[config.mk]
export PLATFORM = sky130hd
export DESIGN_NAME = tnc_ctrl
export DESIGN_NICKNAME = d
export VERILOG_FILES = /design/src/hdl/tnc_pkg.sv /design/src/hdl/tnc_ctrl.sv
export SDC_FILE = /design/constraint.sdc
export NUM_CORES = 1
export LEC_CHECK = 0
export BUFFER_PORTS_ARGS = -buffer_cell sky130_fd_sc_hd__buf_2
export CORE_MARGIN = 2
export CORE_UTILIZATION = 49
export CTS_CLUSTER_SIZE = 24
export DETAILED_ROUTE_END_ITERATION = 6
export PLACE_DENSITY = 0.79
export SYNTH_ARGS = -nofsm -noshare
export SYNTH_HDL_FRONTEND = slang
export SYNTH_SLANG_ARGS = --single-unit
[constraint.sdc]
create_clock -name clk -period 2.25 [get_ports clk]
set_clock_uncertainty 0.2 [all_clocks]
set_input_delay 0.45 -clock clk [delete_from_list [all_inputs] [get_ports clk]]
set_output_delay 0.45 -clock clk [all_outputs]
set_load 0.02 [all_outputs]
[src/hdl/tnc_pkg.sv]
// Package for the triangle normal and centroid block.
// Shared constants, field widths and the controller/datapath command struct.
// No dependencies.
package tnc_pkg;

	localparam int MAX_VERTICES_DEF = 4096;
	localparam int IDX_W   = 12;
	localparam int COORD_W = 24;
	localparam int NORM_W  = 32;
	localparam int LEN_W   = 32;
	// cross components need 51 bits of magnitude, S needs 102 bits
	localparam int CROSS_W = 52;
	localparam int SUM_W   = 102;
	localparam int ROOT_W  = 51;
	localparam int QUO_W   = 31;

	localparam logic OP_WRITE = 1'b0;
	localparam logic OP_TRI   = 1'b1;

	// commands from the controller to the datapath
	typedef struct packed {
		logic       rd_en;     // issue a store read
		logic [1:0] rd_sel;    // which corner: 0=a 1=b 2=c
		logic [1:0] cap_sel;   // capture registered read into corner slot
		logic       cap_en;
		logic       edge_en;   // form sums and edge differences
		logic       mul_en;    // one product step
		logic [2:0] mul_step;  // product step index
		logic       sq_en;     // square step
		logic [1:0] sq_step;
		logic       root_init;
		logic       root_en;   // one root bit
		logic       div_init;  // load divider for a component
		logic [1:0] div_sel;
		logic       div_en;    // one quotient bit
		logic       div_store;
		logic       cen_en;    // centroid division step
	} tnc_cmd_t;

	typedef struct packed {
		logic root_done;
		logic div_done;
		logic degen;
	} tnc_sts_t;

endpackage

[src/hdl/tnc_ctrl.sv]
// Controller of the triangle normal and centroid block.
// Sequences store reads, products, root and division steps.
// Depends on tnc_pkg.
module tnc_ctrl (
	input  logic               clk,
	input  logic               arst_n,
	input  logic               start,
	input  logic               opcode,
	output logic               busy,
	output logic               wr_en,
	output logic               idx_ld,
	output logic               done,
	output tnc_pkg::tnc_cmd_t  cmd,
	input  tnc_pkg::tnc_sts_t  sts
);
	import tnc_pkg::*;

	localparam logic [3:0] ST_IDLE = 4'd0;
	localparam logic [3:0] ST_RD   = 4'd1;
	localparam logic [3:0] ST_EDGE = 4'd2;
	localparam logic [3:0] ST_MUL  = 4'd3;
	localparam logic [3:0] ST_SQ   = 4'd4;
	localparam logic [3:0] ST_SQW  = 4'd5;
	localparam logic [3:0] ST_RINI = 4'd6;
	localparam logic [3:0] ST_ROOT = 4'd7;
	localparam logic [3:0] ST_DINI = 4'd8;
	localparam logic [3:0] ST_DIV  = 4'd9;
	localparam logic [3:0] ST_DONE = 4'd10;

	logic [3:0] st_q;
	logic [2:0] cnt_q;
	logic [1:0] comp_q;

	assign busy   = (st_q != ST_IDLE);
	assign wr_en  = start && !busy && (opcode == OP_WRITE);
	assign idx_ld = start && !busy;
	assign done   = (st_q == ST_DONE);

	// decode commands
	always_comb begin
		cmd = '0;
		cmd.rd_sel   = cnt_q[1:0];
		cmd.cap_sel  = cnt_q[1:0] - 2'd1;
		cmd.mul_step = cnt_q;
		cmd.sq_step  = cnt_q[1:0];
		cmd.div_sel  = comp_q;
		unique case (st_q)
			ST_RD: begin
				cmd.rd_en  = (cnt_q < 3'd3);
				cmd.cap_en = (cnt_q != 3'd0);
			end
			ST_EDGE: cmd.edge_en = 1'b1;
			ST_MUL: begin
				cmd.mul_en = 1'b1;
				cmd.cen_en = 1'b1;
			end
			ST_SQ:   cmd.sq_en = 1'b1;
			ST_RINI: cmd.root_init = 1'b1;
			ST_ROOT: cmd.root_en = 1'b1;
			ST_DINI: cmd.div_init = 1'b1;
			ST_DIV: begin
				cmd.div_en    = 1'b1;
				cmd.div_store = sts.div_done;
			end
			default: ;
		endcase
	end

	// advance sequence
	always_ff @(posedge clk or negedge arst_n) begin
		if (!arst_n) begin
			st_q   <= ST_IDLE;
			cnt_q  <= 3'd0;
			comp_q <= 2'd0;
		end else begin
			unique case (st_q)
				ST_IDLE: begin
					cnt_q <= 3'd0;
					if (start && opcode == OP_TRI)
						st_q <= ST_RD;
				end
				ST_RD: begin
					cnt_q <= cnt_q + 3'd1;
					if (cnt_q == 3'd3) begin
						st_q  <= ST_EDGE;
						cnt_q <= 3'd0;
					end
				end
				ST_EDGE: st_q <= ST_MUL;
				ST_MUL: begin
					cnt_q <= cnt_q + 3'd1;
					if (cnt_q == 3'd5) begin
						st_q  <= ST_SQ;
						cnt_q <= 3'd0;
					end
				end
				ST_SQ: begin
					cnt_q <= cnt_q + 3'd1;
					if (cnt_q == 3'd2)
						st_q <= ST_SQW;
				end
				ST_SQW: st_q <= ST_RINI;
				ST_RINI: st_q <= sts.degen ? ST_DONE : ST_ROOT;
				ST_ROOT: begin
					if (sts.root_done) begin
						st_q   <= ST_DINI;
						comp_q <= 2'd0;
					end
				end
				ST_DINI: st_q <= ST_DIV;
				ST_DIV: begin
					if (sts.div_done) begin
						if (comp_q == 2'd2) begin
							st_q <= ST_DONE;
						end else begin
							comp_q <= comp_q + 2'd1;
							st_q   <= ST_DINI;
						end
					end
				end
				ST_DONE: st_q <= ST_IDLE;
				default: st_q <= ST_IDLE;
			endcase
		end
	end

endmodule

==> reports/summary.json, run 1 <==
{
  "run_status": {
    "status": "finished, final reports clean"
  },
  "synth": {
    "mappedNetlistNets": 130,
    "synthDominantAreaCellType": "sky130_fd_sc_hd__dfrtp_1",
    "synth-async-reset-ratio": 1.00,
    "yosys_register_bits": 9,
    "netlist_area_um2": 913,
    "syn_avg_cell_area_um2": 7.87,
    "yosysUniqueCellTypes": 39,
    "synth_sequential_area_ratio": 0.247,
    "synth_enable_flop_cells": 0,
    "yosys_warnings": 0,
    "syn_inst": 116,
    "post-synth-top-area-fraction": 0.247,
    "yosys_most_used_dff": "sky130_fd_sc_hd__dfrtp_1",
    "synth_top_cells_by_area": "sky130_fd_sc_hd__dfrtp_1 25%, sky130_fd_sc_hd__ha_1 9.6%, sky130_fd_sc_hd__inv_1 4.5%, sky130_fd_sc_hd__nor2_1 4.5%, sky130_fd_sc_hd__buf_4 4.1%"
  },
  "critical_path": {
    "critPathSlowestCell": "sky130_fd_sc_hd__dfrtp_2",
    "timing.rr.start": "comp_q[0]",
    "cells_along_the_critical_path": "nor4_2 > and2_1 > nor2b_1 > buf_2",
    "worstPathBufferInverterCount": 1,
    "worstSetupStartpointType": "flip-flop",
    "critPathRequiredTime_ps": 1600,
    "worst_setup_path_end_kind": "output port",
    "worstSetupStartpoint": "st_q[3]",
    "critical_path.max_fanout": 16,
    "critical_path.max_stage_delay_ps": 510,
    "worstPathArrival_ps": 1520,
    "family_of_cells_with_the_greatest_summed_delay_on_the_critical_path": "simple AND/OR/NAND/NOR gates",
    "worstSetupPathType": "reg -> out"
  },
  "routing": {
    "drt_iter0_markers": 20,
    "ant_nets": 0,
    "detailedRoute.firstPassIterationCount": 4,
    "routed_wl_um": 2320,
    "drc_errors": 0,
    "routed_via_density": 5.54,
    "routedWlPerCell_um": 13.3,
    "via_count": 964
  },
  "global_routing": {
    "grt_max_degree": 18,
    "grt_util_all_layers": 0.222,
    "grt_pass1_wl_um": 3550,
    "grt_antenna_before_repair": 0,
    "leftover_overflow_at_the_end_of_global_routing": 0,
    "via_count_of_the_first_global_routing_pass": 838
  },
  "timing": {
    "drv_slew": 0,
    "fin_crit_sh": 0.966,
    "timing_worst_slew_pin_value_ps": 392,
    "setup_viol": 0,
    "slew_headroom": 0.735,
    "time_the_worst_path_needs_with_i_o_delays_and_setup_ps": 2170,
    "final_hold_viol_count": 0,
    "fmax_ghz": 0.460
  },
  "flow_run": {
    "max_cap_viol_count": 0
  },
  "floorplan": {
    "rows": 15,
    "design.portCount": 33,
    "starting_density_of_the_core": 0.523,
    "die_ht_um": 47.2,
    "die_area_um2": 2230,
    "core_um2": 1750,
    "floorplan.die.width_um": 47.2
  },
  "clock_network": {
    "cts_max_path_buffers": 2,
    "clock_tree_from_tritoncts": "done",
    "tritoncts.num_buffers": 3,
    "clock_sinks": 9,
    "clk-insertion-delay-late_ps": 260,
    "root_buffer": "sky130_fd_sc_hd__clkbuf_4",
    "worst_setup_hold_path_clk_slew_ps": 70,
    "htreeDepth": 1
  },
  "power_and_ir_drop": {
    "power_uw": 1590,
    "internal_power_uw": 749,
    "sw_power_uw": 839,
    "pwr-share-comb": 0.695,
    "netSwitchingFraction": 0.528,
    "power.clock.fraction": 0.081,
    "worst_ir_drop_vdd_uv": 723,
    "sequentialPowerShare": 0.224,
    "power.leakage_uw": 0.000580,
    "power_density_nw_per_um2": 1380
  },
  "layout": {
    "synth_to_final_area_change_pct": 25.8,
    "layout.cells.non_filler": 174,
    "antenna-diode-count": 0,
    "drive_above_1_share": 0.376,
    "nets": 164
  },
  "placed_design": {
    "gp_congestion": 0.798,
    "place_hpwl_um": 1690,
    "dp.cells": 166,
    "number_of_port_buffers": 32
  },
  "hold_path": {
    "holdCritStartpoint": "sts[1]",
    "hold_path.class": "in -> reg"
  }
}
flip-flops by register name, indices dropped and copies added, names as in the netlist:
register and count:
cnt_q 3, st_q 4, comp_q 2
placed cells by master, fill, tap and decap left out, types with 3 or more instances in the layout:
master,count
sky130_fd_sc_hd__clkbuf_4,3
sky130_fd_sc_hd__nor2_1,10
sky130_fd_sc_hd__dfrtp_1,7
sky130_fd_sc_hd__a211o_1,3
sky130_fd_sc_hd__ha_1,7
sky130_fd_sc_hd__nor2b_1,4
sky130_fd_sc_hd__nor4b_1,3
sky130_fd_sc_hd__nand2b_1,3
sky130_fd_sc_hd__o21ai_0,4
sky130_fd_sc_hd__buf_4,9
sky130_fd_sc_hd__a21oi_1,6
sky130_fd_sc_hd__nand2_1,10
sky130_fd_sc_hd__inv_1,10
sky130_fd_sc_hd__buf_2,32
Yosys cell counts (all sizes together), types with 3 or more instances:
| cell type | n |
|---|---|
| o21ai | 6 |
| buf | 13 |
| nor2b | 5 |
| ha | 7 |
| dfrtp | 9 |
| nand2b | 3 |
| nor4b | 4 |
| a21oi | 6 |
| nand2 | 10 |
| inv | 11 |
| a211o | 3 |
| nor2 | 11 |
cell families (layout without fill, tap and decap cells):
| logic type | Yosys count | in the layout | synth area share |
|---|---|---|---|
| DFF | 9 | 9 | 0.247 |
| and+or+nand+nor | 46 | 46 | 0.299 |
| adders and majority gates | 7 | 7 | 0.0959 |
| buffers and inverters | 24 | 57 | 0.126 |
| AOI/OAI and AO/OA | 28 | 28 | 0.210 |
| muxes | 2 | 2 | 0.0233 |
per-layer routing:
metal,vias to the layer above,GRT usage,share of wire
met5,-,0,0
met4,0,0.111,0.0082
met3,2,0.0115,0.046
met2,35,0.370,0.49
met1,458,0.293,0.45
li1,469,-,-
cell type report:
class / count / area, µm²
multi-input combinational: 83 / 584
timing repair buffer: 42 / 238
fill: 154 / 597
clock buffer: 4 / 26.3
sequential: 9 / 228
inverter: 11 / 41.3
tap: 25 / 31.3
final timing paths:
path | to | slack, ps | cells past startpoint
hold / removal | st_q[3] | 210 | 2
hold reg to reg | comp_q[0] | 290 | 1
setup reg to reg | comp_q[0] | 280 | 6
setup / recovery | wr_en | 80 | 4
min in group asynchronous | comp_q[1] | 360 | 2
max in group asynchronous | st_q[1] | 1280 | 2
worst reg2reg max path, cell delays in order (launching register included):
cell and delay, ps:
sky130_fd_sc_hd__dfrtp_1 380, sky130_fd_sc_hd__inv_1 60, sky130_fd_sc_hd__ha_1 210, sky130_fd_sc_hd__or4b_1 460, sky130_fd_sc_hd__a2111o_1 430, sky130_fd_sc_hd__nand2_1 70, sky130_fd_sc_hd__o21ai_1 50
power groups by stage:
stage,registers [µW],clock network [µW],logic (µW)
after global routing,374,137,1210
after CTS,357,131,1040
after detailed placement,356,0,1030
after global placement,350,0,1010
after floorplan,356,0,768
final,356,129,1100
what timing repair did:
action,4_1_cts,5_1_grt
hold buffers,1,0
hold endpoints to repair,9,0
buffers inserted,0,3
gates resized for setup,2,4
setup endpoints to repair,1,7
per-stage QoR:
| stage | util | area [µm²] | hold WS, ps | TNS (ps) | setup slack (ps) |
|---|---|---|---|---|---|
| global placement | 0.616 | 1080 | 115 | 0 | 312 |
| global route | 0.658 | 1150 | 216 | -13.2 | -13.2 |
| finish | 0.658 | 1150 | 210 | 0 | 75.5 |
| CTS | 0.642 | 1120 | 206 | 0 | 26.9 |
| floorplan | - | 913 | -45.6 | 0 | 44.4 |
| detailed placement | 0.616 | 1080 | 118 | 0 | 274 |
(Power assumes the default switching activity.)
==> run 2: changes to the inputs <==
--- a/config.mk
+++ b/config.mk
@@ -6,11 +6,13 @@
 export NUM_CORES = 1
 export LEC_CHECK = 0
 export BUFFER_PORTS_ARGS = -buffer_cell sky130_fd_sc_hd__buf_2
+export CELL_PAD_IN_SITES_DETAIL_PLACEMENT = 0
+export CELL_PAD_IN_SITES_GLOBAL_PLACEMENT = 1
 export CORE_MARGIN = 2
-export CORE_UTILIZATION = 49
+export CORE_UTILIZATION = 34
 export CTS_CLUSTER_SIZE = 24
 export DETAILED_ROUTE_END_ITERATION = 6
-export PLACE_DENSITY = 0.79
+export PLACE_DENSITY_LB_ADDON = 0.1
 export SYNTH_ARGS = -nofsm -noshare
 export SYNTH_HDL_FRONTEND = slang
 export SYNTH_SLANG_ARGS = --single-unit
==> constraint.sdc (replaced) <==
create_clock -name clk -period 2.25 [get_ports clk]
set_clock_uncertainty 0.2 [all_clocks]
set_input_delay 0.225 -clock clk [delete_from_list [all_inputs] [get_ports clk]]
set_output_delay 0.225 -clock clk [all_outputs]
set_load 0.02 [all_outputs]
==> run 2 against run 1 <==
  * Core utilization shrank 20 points
  * Sequential power grew 4%
  * Fmax grew 1.3%
  * Worst setup slack gained 28 ps
  * Cell count grew 2.3%
  * Global-route usage shrank 5.7 points
  * Clock power grew 9%
  * Via count shrank 2.0%
  * Sequential share of layout area shrank 0.18 points
  * Clock-buffer cell count shrank 1
  * Largest power group unchanged
==> reports/summary.json, run 2 (synthesized netlist as in run 1, its figures left out) <==
{
  "flow_run": {
    "max_cap_viol_count": 0
  },
  "hold_path": {
    "hold_path.class": "in -> async"
  },
  "routing": {
    "drc_errors": 0,
    "met2_length_um": 1090,
    "top_layer_used": "met4",
    "detailedRoute.firstPassIterationCount": 4,
    "wire_length_on_met3_um": 103,
    "routedWlPerCell_um": 14.0,
    "m1WireLength_um": 1270,
    "drt_iter0_markers": 12,
    "ant_nets": 0,
    "via_count": 945,
    "routed_via_density": 5.31,
    "routed_wl_um": 2500
  },
  "clock_network": {
    "worst_setup_hold_path_clk_slew_ps": 80,
    "clock_tree_from_tritoncts": "done",
    "cts_post_setup_buffers_inserted": 0,
    "htreeDepth": 1,
    "root_buffer": "sky130_fd_sc_hd__clkbuf_4",
    "cts_max_path_buffers": 2,
    "clk-insertion-delay-late_ps": 280,
    "tritoncts.num_buffers": 3,
    "clock_sinks": 9
  },
  "placed_design": {
    "gp_congestion": 0.753,
    "number_of_port_buffers": 32,
    "place_hpwl_um": 1860,
    "dpl-instance-area_um2": 1090
  },
  "floorplan": {
    "core_um2": 2520,
    "floorplan.die.width_um": 55.8,
    "design.portCount": 33,
    "die_area_um2": 3120,
    "die_ht_um": 55.8,
    "starting_density_of_the_core": 0.362,
    "rows": 18
  },
  "timing": {
    "timing_worst_slew_pin_value_ps": 466,
    "drv_slew": 0,
    "fmax_ghz": 0.466,
    "totalNegativeSetupSlack_ps": 0,
    "worst_hold_slack_ps": 143,
    "time_the_worst_path_needs_with_i_o_delays_and_setup_ps": 2150,
    "rsz0062_at_grt": "true",
    "fin_crit_sh": 0.954,
    "setup_viol": 0,
    "final_hold_viol_count": 0,
    "slew_headroom": 0.685
  },
  "global_routing": {
    "grt_util_all_layers": 0.166,
    "grt_max_degree": 14,
    "grt_pass1_wl_um": 4170,
    "grt_antenna_before_repair": 0,
    "via_count_of_the_first_global_routing_pass": 863,
    "leftover_overflow_at_the_end_of_global_routing": 0
  },
  "layout": {
    "antenna-diode-count": 0,
    "regMostFlops": "st_q",
    "layout_top_registers": "st_q: 4 flops, cnt_q: 3 flops, comp_q: 2 flops",
    "stdcell_area_um2": 1150,
    "nets": 163,
    "max_reg_flops": 4,
    "synth_to_final_area_change_pct": 25.5,
    "mostFrequentLayoutCells": "32 x sky130_fd_sc_hd__buf_2, 11 x sky130_fd_sc_hd__inv_1, 11 x sky130_fd_sc_hd__nor2_1",
    "postLayoutCoreUtil": 0.454,
    "mostFrequentLayoutCell": "sky130_fd_sc_hd__buf_2",
    "fillerInstances": 264,
    "drive_above_1_share": 0.345
  },
  "power_and_ir_drop": {
    "worst_ir_drop_vdd_uv": 601,
    "power_uw": 1560,
    "power_density_nw_per_um2": 1360,
    "power.leakage_uw": 0.000580
  },
  "critical_path": {
    "worstSetupPathType": "reg -> out",
    "critical_path.max_fanout": 10,
    "worstSetupStartpointType": "flip-flop",
    "worstPathArrival_ps": 1720,
    "critPathRequiredTime_ps": 1820,
    "worst_setup_path_end_kind": "output port"
  },
  "run_status": {
    "status": "finished, final reports clean"
  }
}
## run 2: cell count changes in the layout (fill, tap and decap cells not counted), sizes merged
cell         delta
clkbuf          -1
buf             -2
dlygate4sd3     +1
clkinv          +1
## run 2: stage by stage
stage                     instances  setup slack (ps)
final                           178               104
after global routing            178             -8.61
after CTS                       178              92.6
after detailed placement        172               235
after global placement          172               305
after floorplan                 116               198
## run 2: cell type report
type | count | area (µm²) | area share
Clock inverter | 1 | 5.00 | 0.00437
Tap cell | 30 | 37.5 | 0.0328
Multi-Input combinational cell | 83 | 582 | 0.508
Timing Repair Buffer | 41 | 233 | 0.203
Sequential cell | 9 | 225 | 0.197
Inverter | 11 | 41.3 | 0.0360
Clock buffer | 3 | 22.5 | 0.0197
## run 2: routing by layer
metal / track usage / up-vias
met1: 0.244 / 451
met2: 0.241 / 20
li1: - / 469
met5: 0 / -
met3: 0.0256 / 5
met4: 0.0612 / 0
## run 2: critical path, stage by stage (launching register included)
cell,delay [ps]
sky130_fd_sc_hd__dfrtp_1,510
sky130_fd_sc_hd__nor4_2,450
sky130_fd_sc_hd__and2_1,190
sky130_fd_sc_hd__nor2b_1,120
sky130_fd_sc_hd__buf_2,170
## run 2: what timing repair did
item | 4_1_cts | 5_1_grt
setup endpoints to repair | 1 | 2
hold buffers | 2 | 0
gates resized for setup | 1 | 1
pin swaps | 0 | 0
hold endpoints to repair | 10 | 0
## run 2: power by group
group	internal [µW]	switching [µW]
combinational	415	636
clock	65.9	73.8
sequential	229	142
## run 2: worst paths after layout
kind / from / to / slack, ps / cells past startpoint
min in group clk: sts[0] / st_q[3] / 180 / 5
min: arst_n / st_q[0] / 140 / 2
max in group asynchronous: arst_n / cnt_q[0] / 1490 / 2
min reg2reg: comp_q[0] / comp_q[0] / 300 / 1
max reg2reg: comp_q[0] / comp_q[0] / 230 / 6
max: st_q[0] / wr_en / 100 / 4
==> run 3: changes to the inputs <==
--- a/config.mk
+++ b/config.mk
@@ -5,7 +5,7 @@
 export SDC_FILE = /design/constraint.sdc
 export NUM_CORES = 1
 export LEC_CHECK = 0
-export BUFFER_PORTS_ARGS = -buffer_cell sky130_fd_sc_hd__buf_2
+export BUFFER_PORTS_ARGS = -buffer_cell sky130_fd_sc_hd__buf_4
 export CELL_PAD_IN_SITES_DETAIL_PLACEMENT = 0
 export CELL_PAD_IN_SITES_GLOBAL_PLACEMENT = 1
 export CORE_MARGIN = 2
==> constraint.sdc (replaced) <==
create_clock -name clk -period 2.25 [get_ports clk]
set_clock_uncertainty 0.2 [all_clocks]
set_input_delay 0.1125 -clock clk [delete_from_list [all_inputs] [get_ports clk]]
set_output_delay 0.1125 -clock clk [all_outputs]
set_load 0.02 [all_outputs]
==> run 3 against run 2 <==
  * Critical path depth rose by 1
  * Clock power fell by 4%
  * First-iteration DRC count rose by 50%
  * Register-to-register slack barely moved
  * Critical endpoint unchanged
  * Largest power group unchanged
  * Highest routed layer is now met3
==> reports/summary.json, run 3 (synthesized netlist as in run 1, its figures left out) <==
{
  "power_and_ir_drop": {
    "sequentialPowerShare": 0.230,
    "worst_ir_drop_vdd_uv": 644,
    "sw_power_uw": 841,
    "netSwitchingFraction": 0.517,
    "pwr-share-comb": 0.688,
    "power.leakage_uw": 0.000585,
    "power.clock.fraction": 0.082,
    "internal_power_uw": 786,
    "power_density_nw_per_um2": 1330
  },
  "timing": {
    "timing_worst_slew_pin_value_ps": 404,
    "rsz0062_at_grt": "false",
    "totalNegativeSetupSlack_ps": 0,
    "time_the_worst_path_needs_with_i_o_delays_and_setup_ps": 2030,
    "fin_crit_sh": 0.903,
    "worst_slack_ps": 219,
    "slew_headroom": 0.730,
    "final_hold_viol_count": 0,
    "fmax_ghz": 0.492,
    "setup_viol": 0,
    "drv_slew": 0
  },
  "global_routing": {
    "grt_antenna_before_repair": 0,
    "grt_pass1_wl_um": 4210,
    "grt_util_all_layers": 0.163,
    "grt_max_degree": 15,
    "via_count_of_the_first_global_routing_pass": 868,
    "leftover_overflow_at_the_end_of_global_routing": 0
  },
  "layout": {
    "synth_to_final_area_change_pct": 33.7,
    "regMostFlops": "st_q",
    "nets": 162,
    "layout_top_registers": "st_q: 4 flops, cnt_q: 3 flops, comp_q: 2 flops",
    "drive_above_1_share": 0.320,
    "mostFrequentLayoutCells": "36 x sky130_fd_sc_hd__buf_4, 11 x sky130_fd_sc_hd__inv_1, 11 x sky130_fd_sc_hd__nor2_1",
    "fillerInstances": 255,
    "max_reg_flops": 4,
    "stdcell_area_um2": 1220,
    "antenna-diode-count": 0,
    "postLayoutCoreUtil": 0.484,
    "mostFrequentLayoutCell": "sky130_fd_sc_hd__buf_4"
  },
  "floorplan": {
    "core_um2": 2520,
    "rows": 18,
    "die_ht_um": 55.8,
    "starting_density_of_the_core": 0.362,
    "design.portCount": 33,
    "floorplan.die.width_um": 55.8,
    "die_area_um2": 3120
  },
  "placed_design": {
    "dpl-instance-area_um2": 1150,
    "gp_congestion": 0.799,
    "place_hpwl_um": 1780,
    "place_worst_setup_slack_ps": 233,
    "number_of_port_buffers": 32
  },
  "routing": {
    "top_layer_used": "met3",
    "routedWlPerCell_um": 13.8,
    "met2_length_um": 1100,
    "via_count": 948,
    "ant_nets": 0,
    "detailedRoute.firstPassIterationCount": 4,
    "drt_iter0_markers": 18,
    "drc_errors": 0,
    "m1WireLength_um": 1220,
    "routed_wl_um": 2430,
    "wire_length_on_met3_um": 117,
    "routed_via_density": 5.36
  },
  "critical_path": {
    "worstSetupStartpointType": "flip-flop",
    "worstSetupPathType": "reg -> out",
    "worst_setup_path_end_kind": "output port",
    "critPathRequiredTime_ps": 1940,
    "critical_path.max_fanout": 14,
    "worstPathArrival_ps": 1720
  },
  "hold_path": {
    "hold_path.class": "in -> reg"
  },
  "clock_network": {
    "root_buffer": "sky130_fd_sc_hd__clkbuf_4",
    "cts_max_path_buffers": 2,
    "clk-insertion-delay-late_ps": 270,
    "clock_tree_from_tritoncts": "done",
    "clock_sinks": 9,
    "tritoncts.num_buffers": 3,
    "worst_setup_hold_path_clk_slew_ps": 70,
    "htreeDepth": 1,
    "cts_post_setup_buffers_inserted": 0
  },
  "flow_run": {
    "max_cap_viol_count": 0
  },
  "run_status": {
    "status": "finished, final reports clean"
  }
}
run 3: cell count changes in the layout (fill, tap and decap cells not counted), sizes merged:
| cell | delta |
|---|---|
| buf | -3 |
| dlygate4sd3 | +2 |
run 3: worst paths after layout:
kind / start / to / slack, ps / depth (start not counted)
setup / recovery: st_q[2] / wr_en / 220 / 5
hold / removal: sts[0] / st_q[3] / 40 / 5
setup reg to reg: comp_q[0] / comp_q[0] / 220 / 6
max in group asynchronous: arst_n / st_q[1] / 450 / 4
min in group asynchronous: arst_n / cnt_q[2] / 520 / 3
hold reg to reg: comp_q[0] / comp_q[0] / 320 / 1
run 3: stage by stage:
step	instances	total power, µW	hold WS, ps
global route	177	1780	72.4
global placement	169	1480	-247
floorplan	116	1120	-383
finish	177	1630	38.3
CTS	177	1630	33.6
detailed placement	169	1490	-248
run 3: layout make-up:
type                    count  area [µm²]  share of cell area
repair buffers             40         310               0.254
inverters                  11        41.3              0.0338
multi-input cells          83         579               0.474
clock buffers               3        22.5              0.0184
clock inverters             1        5.00             0.00410
flip-flops and latches      9         225               0.184
well taps                  30        37.5              0.0307
run 3: timing repair:
item	in CTS	in global routing
resized for setup	0	1
endpoints found under the setup margin	0	1
hold buffers	4	0
endpoints found under the hold margin	10	0
run 3: critical path: stages, from the launching register on:
cell and delay, ps:
sky130_fd_sc_hd__dfrtp_1 490, sky130_fd_sc_hd__buf_4 240, sky130_fd_sc_hd__nor4_2 250, sky130_fd_sc_hd__and2_1 190, sky130_fd_sc_hd__nor2b_1 130, sky130_fd_sc_hd__buf_4 150
run 3: power groups by stage:
stage / sequential (µW) / clock (µW) / combinational [µW]
floorplan: 356 / 0 / 768
global placement: 368 / 0 / 1120
detailed placement: 373 / 0 / 1110
CTS: 370 / 138 / 1120
global route: 391 / 150 / 1230
finish: 374 / 134 / 1120
run 3: metal layers:
layer | vias up | GRT usage
li1 | 472 | -
met1 | 447 | 0.243
met2 | 29 | 0.247
met3 | 0 | 0.0302
met4 | 0 | 0.0306
met5 | - | 0
